$ cat src/hdl/csvfs_pkg.sv
package csvfs_pkg;

   localparam int MAX_FIELDS_DEFAULT = 64;
   localparam int QUEUE_DEPTH        = 4;

   localparam logic [7:0] CH_QUOTE        = 8'h22;
   localparam logic [7:0] CH_LF           = 8'h0A;
   localparam logic [7:0] CH_CR           = 8'h0D;
   localparam logic [7:0] DELIMITER_RESET = 8'd44;

   typedef enum logic [1:0] {
      MODE_UNQUOTED   = 2'd0,
      MODE_QUOTED     = 2'd1,
      MODE_AFTERQUOTE = 2'd2
   } mode_type;

   typedef enum logic [1:0] {
      KIND_DATA   = 2'd0,
      KIND_FIELD  = 2'd1,
      KIND_RECORD = 2'd2
   } kind_type;

   typedef struct packed {
      kind_type    kind;
      logic [7:0]  data_byte;
      logic [5:0]  field_index;
   } result_type;

   // One queue entry: the results caused by one input beat, one or two of them.
   typedef struct packed {
      logic        two;
      result_type  r0;
      result_type  r1;
   } entry_type;

   typedef struct packed {
      logic        valid;
      result_type  res;
      mode_type    mode;
      logic [5:0]  count;
   } parse_out_type;

   // Classify one byte against the current mode; at most one result.
   function automatic parse_out_type parse_byte(
      input mode_type   mode,
      input logic [5:0] cnt,
      input logic [7:0] delim,
      input logic [7:0] c,
      input logic [5:0] cap
   );
      parse_out_type o;
      o.valid           = 1'b0;
      o.res.kind        = KIND_DATA;
      o.res.data_byte   = c;
      o.res.field_index = cnt;
      o.mode            = mode;
      o.count           = cnt;
      unique case (mode)
         MODE_QUOTED: begin
            if (c == CH_QUOTE) begin
               o.mode = MODE_AFTERQUOTE;
            end else begin
               o.valid = 1'b1;
            end
         end
         MODE_AFTERQUOTE: begin
            priority if (c == delim) begin
               o.valid         = 1'b1;
               o.res.kind      = KIND_FIELD;
               o.res.data_byte = 8'd0;
               o.count         = (cnt < cap) ? cnt + 6'd1 : cnt;
               o.mode          = MODE_UNQUOTED;
            end else if (c == CH_QUOTE) begin
               o.valid = 1'b1;
               o.mode  = MODE_QUOTED;
            end else if (c == CH_LF) begin
               o.valid         = 1'b1;
               o.res.kind      = KIND_RECORD;
               o.res.data_byte = 8'd0;
               o.count         = 6'd0;
               o.mode          = MODE_UNQUOTED;
            end else begin
               o.mode = MODE_UNQUOTED;
            end
         end
         default: begin
            priority if (c == delim) begin
               o.valid         = 1'b1;
               o.res.kind      = KIND_FIELD;
               o.res.data_byte = 8'd0;
               o.count         = (cnt < cap) ? cnt + 6'd1 : cnt;
               o.mode          = MODE_UNQUOTED;
            end else if (c == CH_LF) begin
               o.valid         = 1'b1;
               o.res.kind      = KIND_RECORD;
               o.res.data_byte = 8'd0;
               o.count         = 6'd0;
               o.mode          = MODE_UNQUOTED;
            end else if (c == CH_QUOTE) begin
               o.mode = MODE_QUOTED;
            end else begin
               o.valid = 1'b1;
            end
         end
      endcase
      return o;
   endfunction

endpackage

$ cat src/hdl/csvfs_front.sv
module csvfs_front import csvfs_pkg::*; #(
   parameter int MAX_FIELDS = MAX_FIELDS_DEFAULT
) (
   input  logic        clock,
   input  logic        reset,
   input  logic        csr_wr_en,
   input  logic [7:0]  csr_wr_data,
   input  logic        req_valid,
   input  logic        req_stall,
   input  logic [7:0]  req_in_byte,
   input  logic        req_end_of_stream,
   output logic        push,
   output entry_type   push_entry
);

   localparam int FieldCapInt = (MAX_FIELDS - 1 < 63) ? MAX_FIELDS - 1 : 63;
   localparam logic [5:0] FieldCap = 6'(FieldCapInt);

   logic [7:0]    delim_ff;
   mode_type      mode_ff, mode_in;
   logic [5:0]    cnt_ff, cnt_in;
   logic          cr_ff, cr_in;

   parse_out_type p_cr, p_byte;
   logic          use_cr, hold_cr;
   mode_type      mode_mid;
   logic [5:0]    cnt_mid;
   logic          first_valid, second_valid;
   result_type    second_res;
   logic          accept;

   assign accept = req_valid && !req_stall;

   always_comb begin
      p_cr     = parse_byte(mode_ff, cnt_ff, delim_ff, CH_CR, FieldCap);
      // Drop the held CR only when an LF follows it outside quotes.
      use_cr   = cr_ff && (req_end_of_stream ||
                 !(req_in_byte == CH_LF && mode_ff != MODE_QUOTED));
      mode_mid = use_cr ? p_cr.mode  : mode_ff;
      cnt_mid  = use_cr ? p_cr.count : cnt_ff;
      first_valid = use_cr && p_cr.valid;
      p_byte   = parse_byte(mode_mid, cnt_mid, delim_ff, req_in_byte, FieldCap);
      hold_cr  = (req_in_byte == CH_CR) && (mode_mid != MODE_QUOTED);

      second_res.kind        = KIND_RECORD;
      second_res.data_byte   = 8'd0;
      second_res.field_index = cnt_mid;
      if (req_end_of_stream) begin
         second_valid = 1'b1;
         mode_in      = MODE_UNQUOTED;
         cnt_in       = 6'd0;
         cr_in        = 1'b0;
      end else if (hold_cr) begin
         second_valid = 1'b0;
         mode_in      = mode_mid;
         cnt_in       = cnt_mid;
         cr_in        = 1'b1;
      end else begin
         second_valid = p_byte.valid;
         second_res   = p_byte.res;
         mode_in      = p_byte.mode;
         cnt_in       = p_byte.count;
         cr_in        = 1'b0;
      end

      push_entry.two = first_valid && second_valid;
      push_entry.r0  = first_valid ? p_cr.res : second_res;
      push_entry.r1  = second_res;
      push           = accept && (first_valid || second_valid);
   end

   always_ff @(posedge clock) begin
      if (reset) begin
         delim_ff <= DELIMITER_RESET;
         mode_ff  <= MODE_UNQUOTED;
         cnt_ff   <= 6'd0;
         cr_ff    <= 1'b0;
      end else begin
         if (csr_wr_en) begin
            delim_ff <= csr_wr_data;
         end
         if (accept) begin
            mode_ff <= mode_in;
            cnt_ff  <= cnt_in;
            cr_ff   <= cr_in;
         end
      end
   end

endmodule

$ cat src/hdl/csvfs_queue.sv
module csvfs_queue import csvfs_pkg::*; (
   input  logic       clock,
   input  logic       reset,
   input  logic       push,
   input  entry_type  push_entry,
   input  logic       pop,
   output entry_type  head_entry,
   output logic       not_empty,
   output logic       full
);

   localparam int PtrW = $clog2(QUEUE_DEPTH);
   localparam int CntW = $clog2(QUEUE_DEPTH + 1);

   entry_type          mem_ff [QUEUE_DEPTH];
   logic [PtrW-1:0]    wr_ptr_ff, rd_ptr_ff;
   logic [CntW-1:0]    count_ff;

   assign head_entry = mem_ff[rd_ptr_ff];
   assign not_empty  = (count_ff != '0);
   assign full       = (count_ff == CntW'(QUEUE_DEPTH));

   always_ff @(posedge clock) begin
      if (push) begin
         mem_ff[wr_ptr_ff] <= push_entry;
      end
   end

   always_ff @(posedge clock) begin
      if (reset) begin
         wr_ptr_ff <= '0;
         rd_ptr_ff <= '0;
         count_ff  <= '0;
      end else begin
         if (push) begin
            wr_ptr_ff <= wr_ptr_ff + PtrW'(1);
         end
         if (pop) begin
            rd_ptr_ff <= rd_ptr_ff + PtrW'(1);
         end
         if (push && !pop) begin
            count_ff <= count_ff + CntW'(1);
         end else if (pop && !push) begin
            count_ff <= count_ff - CntW'(1);
         end
      end
   end

endmodule

$ cat src/hdl/csvfs_back.sv
module csvfs_back import csvfs_pkg::*; (
   input  logic        clock,
   input  logic        reset,
   input  entry_type   head_entry,
   input  logic        not_empty,
   output logic        pop,
   output logic        rsp_valid,
   input  logic        rsp_stall,
   output logic [1:0]  rsp_kind,
   output logic [7:0]  rsp_data_byte,
   output logic [5:0]  rsp_field_index,
   output logic        rsp_last
);

   logic        sel_ff, sel_in;
   logic        valid_ff, valid_in;
   result_type  res_ff, cur;
   logic        last_ff, final_res, load;

   always_comb begin
      cur       = sel_ff ? head_entry.r1 : head_entry.r0;
      final_res = !head_entry.two || sel_ff;
      load      = not_empty && (!valid_ff || !rsp_stall);
      pop       = load && final_res;
      sel_in    = load ? !final_res : sel_ff;
      valid_in  = (!valid_ff || !rsp_stall) ? not_empty : valid_ff;
   end

   always_ff @(posedge clock) begin
      if (reset) begin
         sel_ff   <= 1'b0;
         valid_ff <= 1'b0;
      end else begin
         sel_ff   <= sel_in;
         valid_ff <= valid_in;
      end
   end

   always_ff @(posedge clock) begin
      if (load) begin
         res_ff  <= cur;
         last_ff <= final_res;
      end
   end

   assign rsp_valid       = valid_ff;
   assign rsp_kind        = res_ff.kind;
   assign rsp_data_byte   = res_ff.data_byte;
   assign rsp_field_index = res_ff.field_index;
   assign rsp_last        = last_ff;

endmodule

$ cat src/hdl/csv_field_splitter.sv
// Each result goes into the queue, then into the output register. Throughput: one
// input beat per cycle while the queue has room; one result beat per cycle leaves the
// output register unless rsp_stall is high; a beat with two results gives two beats.
// Reset (synchronous, active high): unquoted mode, field index 0, no held CR,
// delimiter comma, queue empty, no result valid.
module csv_field_splitter import csvfs_pkg::*; #(
   parameter int MAX_FIELDS = MAX_FIELDS_DEFAULT
) (
   input  logic        clock,
   input  logic        reset,
   input  logic        csr_wr_en,
   input  logic [7:0]  csr_wr_data,
   input  logic        req_valid,
   output logic        req_stall,
   input  logic [7:0]  req_in_byte,
   input  logic        req_end_of_stream,
   output logic        rsp_valid,
   input  logic        rsp_stall,
   output logic [1:0]  rsp_kind,
   output logic [7:0]  rsp_data_byte,
   output logic [5:0]  rsp_field_index,
   output logic        rsp_last
);

   // Front: classify each byte, track mode, field count and held CR, and
   // push the one or two results of the beat as a single queue entry.
   // Queue: a short FIFO that lets the front run on while the output stalls.
   // Back: serialise each entry into result beats and mark the final one.

   logic        push, pop, not_empty, full;
   entry_type   push_entry, head_entry;

   // Stall only when the queue has no room; beats causing no result still
   // need the front, so hold them back too.
   assign req_stall = full;

   csvfs_front #(
      .MAX_FIELDS (MAX_FIELDS)
   ) u_front (
      .clock             (clock),
      .reset             (reset),
      .csr_wr_en         (csr_wr_en),
      .csr_wr_data       (csr_wr_data),
      .req_valid         (req_valid),
      .req_stall         (req_stall),
      .req_in_byte       (req_in_byte),
      .req_end_of_stream (req_end_of_stream),
      .push              (push),
      .push_entry        (push_entry)
   );

   csvfs_queue u_queue (
      .clock      (clock),
      .reset      (reset),
      .push       (push),
      .push_entry (push_entry),
      .pop        (pop),
      .head_entry (head_entry),
      .not_empty  (not_empty),
      .full       (full)
   );

   csvfs_back u_back (
      .clock           (clock),
      .reset           (reset),
      .head_entry      (head_entry),
      .not_empty       (not_empty),
      .pop             (pop),
      .rsp_valid       (rsp_valid),
      .rsp_stall       (rsp_stall),
      .rsp_kind        (rsp_kind),
      .rsp_data_byte   (rsp_data_byte),
      .rsp_field_index (rsp_field_index),
      .rsp_last        (rsp_last)
   );

endmodule

$ cat config.mk
export PLATFORM = sky130hd
export DESIGN_NAME = csv_field_splitter
export DESIGN_NICKNAME = d
export VERILOG_FILES = /design/src/hdl/csvfs_pkg.sv /design/src/hdl/csvfs_front.sv /design/src/hdl/csvfs_queue.sv /design/src/hdl/csvfs_back.sv /design/src/hdl/csv_field_splitter.sv
export SDC_FILE = /design/constraint.sdc
export NUM_CORES = 1
export LEC_CHECK = 0
export CORE_MARGIN = 5
export CORE_UTILIZATION = 55
export DETAILED_ROUTE_END_ITERATION = 8
export DONT_BUFFER_PORTS = 1
export PLACE_DENSITY = 0.7
export SLEW_MARGIN = 10
export SYNTH_ARGS = -nofsm -noshare
export SYNTH_HDL_FRONTEND = slang
export SYNTH_SLANG_ARGS = --single-unit
$ cat constraint.sdc
create_clock -name clock -period 9.46 [get_ports clock]
set_clock_uncertainty 0.05 [all_clocks]
set_input_delay 1.419 -clock clock [delete_from_list [all_inputs] [get_ports clock]]
set_output_delay 1.419 -clock clock [all_outputs]
set_load 0.01 [all_outputs]
==> results of run 1 <==
==> routing by layer <==
layer / track usage / part of all wire / routed length (um) / vias to the layer above
met3: 0.0495 / 0.072 / 1080 / 18
met1: 0.275 / 0.45 / 6770 / 2194
met4: 0.0617 / 0.012 / 187 / 0
met5: 0 / 0 / 0 / -
met2: 0.293 / 0.46 / 6980 / 176
li1: - / - / - / 2008
==> final timing paths <==
check,end,cells past startpoint,slack (ns),startpoint
worst min register to register,u_queue.count_ff[2]$_SDFFE_PP0P_,2,0.44,u_queue.count_ff[2]$_SDFFE_PP0P_
worst max register to register,u_front.cnt_ff[1]$_SDFFE_PP0P_,13,5.69,u_front.mode_ff[1]$_SDFFE_PP0P_
worst max-delay path,u_front.cnt_ff[1]$_SDFFE_PP0P_,11,5.34,req_in_byte[0]
worst min-delay path,u_queue.count_ff[2]$_SDFFE_PP0P_,2,0.44,u_queue.count_ff[2]$_SDFFE_PP0P_
==> where the power goes <==
group | switching, uW | total (uW) | internal [uW]
Clock | 273 | 601 | 328
Sequential | 72.8 | 1080 | 1010
Combinational | 217 | 432 | 215
Total | 563 | 2110 | 1550
==> worst max-delay path: stages <==
cell and delay [ns]:
or4_1 0.52, or4_4 0.44, nand2_1 0.12, nor2_1 0.08
o21ai_0 0.49, ha_1 0.28, inv_1 0.06, a211o_1 0.33
nor4_2 0.33, a211oi_2 0.16, o211ai_2 0.18
==> state kept, by name (all words and copies together), names as in the netlist, named ones only <==
name	cells
u_front.delim_ff	8
u_front.cr_ff	1
u_queue.mem_ff	132
u_back.rsp_valid	1
u_back.rsp_last	1
u_back.rsp_kind	2
u_front.cnt_ff	6
u_queue.rd_ptr_ff	2
u_queue.wr_ptr_ff	2
u_queue.count_ff	3
u_back.rsp_field_index	6
u_back.rsp_data_byte	8
u_front.mode_ff	2
u_back.sel_ff	1
==> kinds of logic after synthesis <==
group,count (synthesis),share of synthesized area
flip-flops,177,0.640
AND/OR/NAND/NOR,146,0.105
AO/OA/AOI/OAI,66,0.0701
multiplexers,59,0.132
buffers and inverters,44,0.0219
XOR/XNOR,12,0.0134
adder cells (fa/ha/maj),11,0.0184
==> cell type report <==
type / instances / share of cell area
tap: 180 / 0.0264
timing repair buffer: 7 / 0.00615
clock buffer: 18 / 0.0502
clock inverter: 14 / 0.00878
multi-input combinational: 294 / 0.312
sequential: 177 / 0.589
inverter: 16 / 0.00703
==> per-stage QoR <==
stage / total power [uW] / utilization / worst slack, ns / instances / hold slack [ns]
finish: 2110 / 0.613 / 5.34 / 706 / 0.443
global route: 2220 / 0.613 / 5.05 / 706 / 0.471
CTS: 2150 / 0.613 / 5.36 / 706 / 0.446
detailed placement: 1540 / 0.577 / 4.92 / 674 / 0.435
global placement: 1530 / 0.577 / 5.02 / 674 / 0.421
floorplan: 1430 / - / 5.17 / 515 / 0.416
==> synthesized netlist by cell type (all sizes together), types with 4 or more instances <==
master  count  area (um2)
a21oi      11        66.3
edfxtp    149        4470
or2         4        25.0
nand3       7        35.0
mux2       18         203
inv        16        60.1
xor2       11        96.3
or3         7        43.8
ha         10         125
buf         6        30.0
a211oi      4        52.6
o21ai       8        40.0
and2       17         109
mux2i       8        92.6
nand4       4        25.0
clkbuf     22        82.6
nand2      22        85.1
o31ai       4        30.0
or4         5        45.0
nor2b      10        62.6
o41ai       4        42.6
nand2b      7        51.3
nor4        9        62.6
nor3       11        60.1
mux4       33         743
nor2       31         116
dfxtp      28         561
nand4b      4        35.0
a211o       4        35.0
==> metrics.csv, run 1 <==
stage,metric,value,unit
outcome,outcome,finished clean,
logic_synthesis,synth_seq_cells,177,
floorplanning,die_y,130,um
detailed_routing,via_count,4396,
logic_synthesis,synthCells,515,
logic_synthesis,async_reset_ff_frac,0,
timing,fmax,242,MHz
clock_tree,cts-htree-levels,4,
floorplanning,die_w,130,um
detailed_routing,drc,0,
logic_synthesis,synth_cell_types,73,
global_routing,grt_pass1_vias,4416,
detailed_routing,dr.pass1.iters,5,
timing,max-slew-margin-rel,0.283,
hold_path,hold_path_class,reg -> reg,
global_routing,antenna_found_initial,0,
floorplanning,num_io_pins,41,
clock_tree,cts_sinks,177,
clock_tree,cts_buffer_depth,2,
layout,layout_commonest_cell,edfxtp_1,
floorplanning,die_area,16800,um2
clock_tree,clkTransAtPathRegs,0.06,ns
layout,drive_gt1_frac,0.213,
detailed_routing,wirelength,15000,um
layout,multi_input_area,2670,um2
layout,fin_nets,546,
worst_setup_path,path_max_fanout,7,
clock_tree,numCtsBuffers,17,
pwr,cellLeakagePower,0.00286,uW
worst_setup_path,worst_ep_required_time,9.76,ns
global_routing,grtUsageTotal,0.192,
timing,finalSetupViolations,0,
worst_setup_path,cp-start-kind,input port,
pwr,powerDensity,247,nW/um2
layout,final_cell_mix,"edfxtp_1, mux4_2, nor2_1",
logic_synthesis,synthFlopType,edfxtp_1,
global_routing,grt_overflow,0,
place,gp_congestion,0.914,
worst_setup_path,end_kind,register,
detailed_routing,drtIter0Drc,412,
place,place_area,8040,um2
global_routing,grt_max_degree,34,
pwr,vdd_drop_max,0.000151,V
floorplanning,num_rows,43,
logic_synthesis,netlist_area,7870,um2
logic_synthesis,yosysWarnings,0,
layout,design_area,8550,um2
clock_tree,cts_resized,0,
timing,hold_viol,0,
job,maxCapViolations,0,
timing,fin_crit_sh,0.436,
logic_synthesis,seq_area_frac_synth,0.640,
clock_tree,cts_tree,done,
floorplanning,initial_core_util,0.565,
clock_tree,post_cts_buffers,0,
logic_synthesis,synth_nets,548,
timing,min_period,4.12,ns
layout,register_area,5040,um2
floorplanning,core,13900,um2
logic_synthesis,synth_edf_count,149,
clock_tree,worstSkewPairLatency,0.42,ns
clock_tree,hold_buffers,0,
clock_tree,root_buffer,clkbuf_16,
layout,syn_to_final_growth,8.57,%
timing,fin_tns_setup,0,ns
worst_setup_path,worstSetupPathType,in -> reg,
place,hpwl,9650,um
place,portBuffers,0,
logic_synthesis,avgSynthCellArea,15.3,um2
worst_setup_path,worstPathArrival,4.43,ns
timing,tightest_slew,1.07,ns
global_routing,grt_pass1_wl,24200,um
layout,fill_cells,1006,
detailed_routing,via_per_inst,6.23,
layout,n_antenna_cell,0,
timing,drv_slew,0,
timing,grt_setup_unrepaired,no,
detailed_routing,drt-wirelength-per-cell,21.3,um
detailed_routing,antenna_left,0,
Power figures use the tool's default switching activity.
==> run 2: changes to the inputs <==
==> constraint.sdc (replaced) <==
create_clock -name clock -period 3.9 [get_ports clock]
set_clock_uncertainty 0.05 [all_clocks]
set_input_delay 0.585 -clock clock [delete_from_list [all_inputs] [get_ports clock]]
set_output_delay 0.585 -clock clock [all_outputs]
set_load 0.01 [all_outputs]
==> metrics.csv, run 2 (synthesis results as in run 1) <==
stage,metric,value,unit
worst_setup_path,cp_slowest_cell,o41a_4,
timing,tightest_slew,1.12,ns
layout,layout_commonest_cell,edfxtp_1,
clock_tree,cts_sinks,177,
worst_setup_path,worstSetupPathType,reg -> reg,
worst_setup_path,worstPathArrival,3.84,ns
detailed_routing,via_count,4434,
floorplanning,num_io_pins,41,
timing,hold_viol,0,
clock_tree,cts_tree,done,
layout,stdcell_count,714,
worst_setup_path,worst_ep_required_time,4.21,ns
timing,max-slew-margin-rel,0.256,
timing,setup_ws,0.368,ns
layout,largest_reg_flops,132,
worst_setup_path,reg2reg_from,u_front.mode_ff[1]$_SDFFE_PP0P_,
floorplanning,core,13900,um2
clock_tree,hold_buffers,0,
place,portBuffers,0,
detailed_routing,dr.pass1.iters,5,
worst_setup_path,setup.worst_path.start,u_front.mode_ff[1]$_SDFFE_PP0P_,
hold_path,hold_path_class,in -> reg,
clock_tree,root_buffer,clkbuf_16,
clock_tree,worstSkewPairLatency,0.43,ns
floorplanning,die_y,130,um
detailed_routing,antenna_left,0,
timing,fmax,283,MHz
pwr,powerDensity,616,nW/um2
worst_setup_path,cp_cell_sequence,inv_1 -> ha_1 -> or2_2 -> o41a_4 -> a211oi_4 -> buf_4 -> nand4_1 -> o311ai_1 -> nand2_2 -> ha_1 -> inv_1 -> fa_1 -> xor2_1 -> or3_1 -> a21oi_1,
place,dp.cells,682,
worst_setup_path,cp-start-kind,register,
floorplanning,die_w,130,um
clock_tree,cts_resized,0,
global_routing,antenna_found_initial,0,
layout,fill_cells,1008,
outcome,outcome,finished clean,
layout,fin_nets,554,
job,maxCapViolations,0,
pwr,power.total,5390,uW
layout,syn_to_final_growth,11.1,%
floorplanning,die_area,16800,um2
global_routing,grt_overflow,0,
pwr,vdd_drop_max,0.000399,V
timing,finalSetupViolations,0,
clock_tree,post_cts_buffers,0,
detailed_routing,drc,0,
detailed_routing,drt-wirelength-per-cell,21.4,um
clock_tree,clkTransAtPathRegs,0.07,ns
detailed_routing,wirelength,15300,um
worst_setup_path,slowest_delay,0.55,ns
global_routing,grt_max_degree,34,
timing,fin_crit_sh,0.906,
layout,n_antenna_cell,0,
global_routing,grt_pass1_wl,24600,um
floorplanning,num_rows,43,
hold_path,min_from,reset,
worst_setup_path,regToRegSetupSlack,0.37,ns
timing,min_period,3.53,ns
clock_tree,numCtsBuffers,17,
layout,top_register,u_queue.mem_ff,
floorplanning,initial_core_util,0.565,
worst_setup_path,path_max_fanout,7,
timing,drv_slew,0,
place,hpwl,10000,um
worst_setup_path,end_kind,register,
layout,final_cell_mix,"edfxtp_1, mux4_2, nor2_1",
detailed_routing,drtIter0Drc,430,
detailed_routing,via_per_inst,6.21,
timing,fin_tns_setup,0,ns
global_routing,grtUsageTotal,0.195,
place,post-place-ws,0.354,ns
timing,grt_setup_unrepaired,no,
clock_tree,cts_buffer_depth,2,
layout,drive_gt1_frac,0.228,
place,gp_congestion,0.914,
pwr,cellLeakagePower,0.00294,uW
clock_tree,cts-htree-levels,4,
global_routing,grt_pass1_vias,4525,
[run 2: changes by cell type in the layout (fill, tap and decap cells not counted)]
cell and change:
buf_4 +4, clkinv_4 +1, clkinvlp_4 +2, clkinv_2 -6, inv_6 +1, clkinv_1 -2, buf_12 +4, bufinv_16 +3
clkinvlp_2 +1
[run 2: final timing paths]
check,to,depth (start not counted)
worst max-delay path,u_queue.count_ff[2]$_SDFFE_PP0P_,15
worst min-delay path,u_front.mode_ff[1]$_SDFFE_PP0P_,1
worst max register to register,u_queue.count_ff[2]$_SDFFE_PP0P_,15
worst min register to register,u_front.mode_ff[1]$_SDFFE_PP0P_,2
[run 2: report_power, final]
part | switching (uW) | leakage, uW | internal, uW
clock network | 683 | 0.000279 | 1000
logic | 532 | 0.00101 | 542
registers | 182 | 0.00164 | 2440
total | 1400 | 0.00294 | 3990
[run 2: final cells by class]
class | count | area (um2) | area share
multi-input cells | 294 | 2670 | 0.305
clock inverters | 14 | 165 | 0.0189
repair buffers | 15 | 163 | 0.0186
clock buffers | 18 | 429 | 0.0491
well taps | 180 | 225 | 0.0257
flip-flops and latches | 177 | 5040 | 0.576
inverters | 16 | 60.1 | 0.00687
[run 2: layer usage]
metal,global-route usage,share of wire,vias up,wire length [um]
met4,0.0691,0.018,0,271
met5,0,0,-,0
met3,0.0536,0.065,20,998
met2,0.299,0.47,153,7210
met1,0.270,0.45,2236,6830
li1,-,-,2025,-
[run 2: metrics by stage]
stage               cell area (um2)   util  hold WS, ns
detailed placement             8150  0.585        0.437
global placement               8150  0.585        0.421
finish                         8750  0.628        0.166
floorplan                      7870      -        0.416
CTS                            8750  0.628        0.154
global route                   8750  0.628        0.153
[run 2: critical path: cells and delay by family (launching register included)]
family	cells	cell delay [ns]
buffers and inverters	3	0.35
flip-flops	1	0.38
AO/OA/AOI/OAI	4	1.03
adder cells (fa/ha/maj)	3	0.67
XOR/XNOR	1	0.08
AND/OR/NAND/NOR	4	0.90
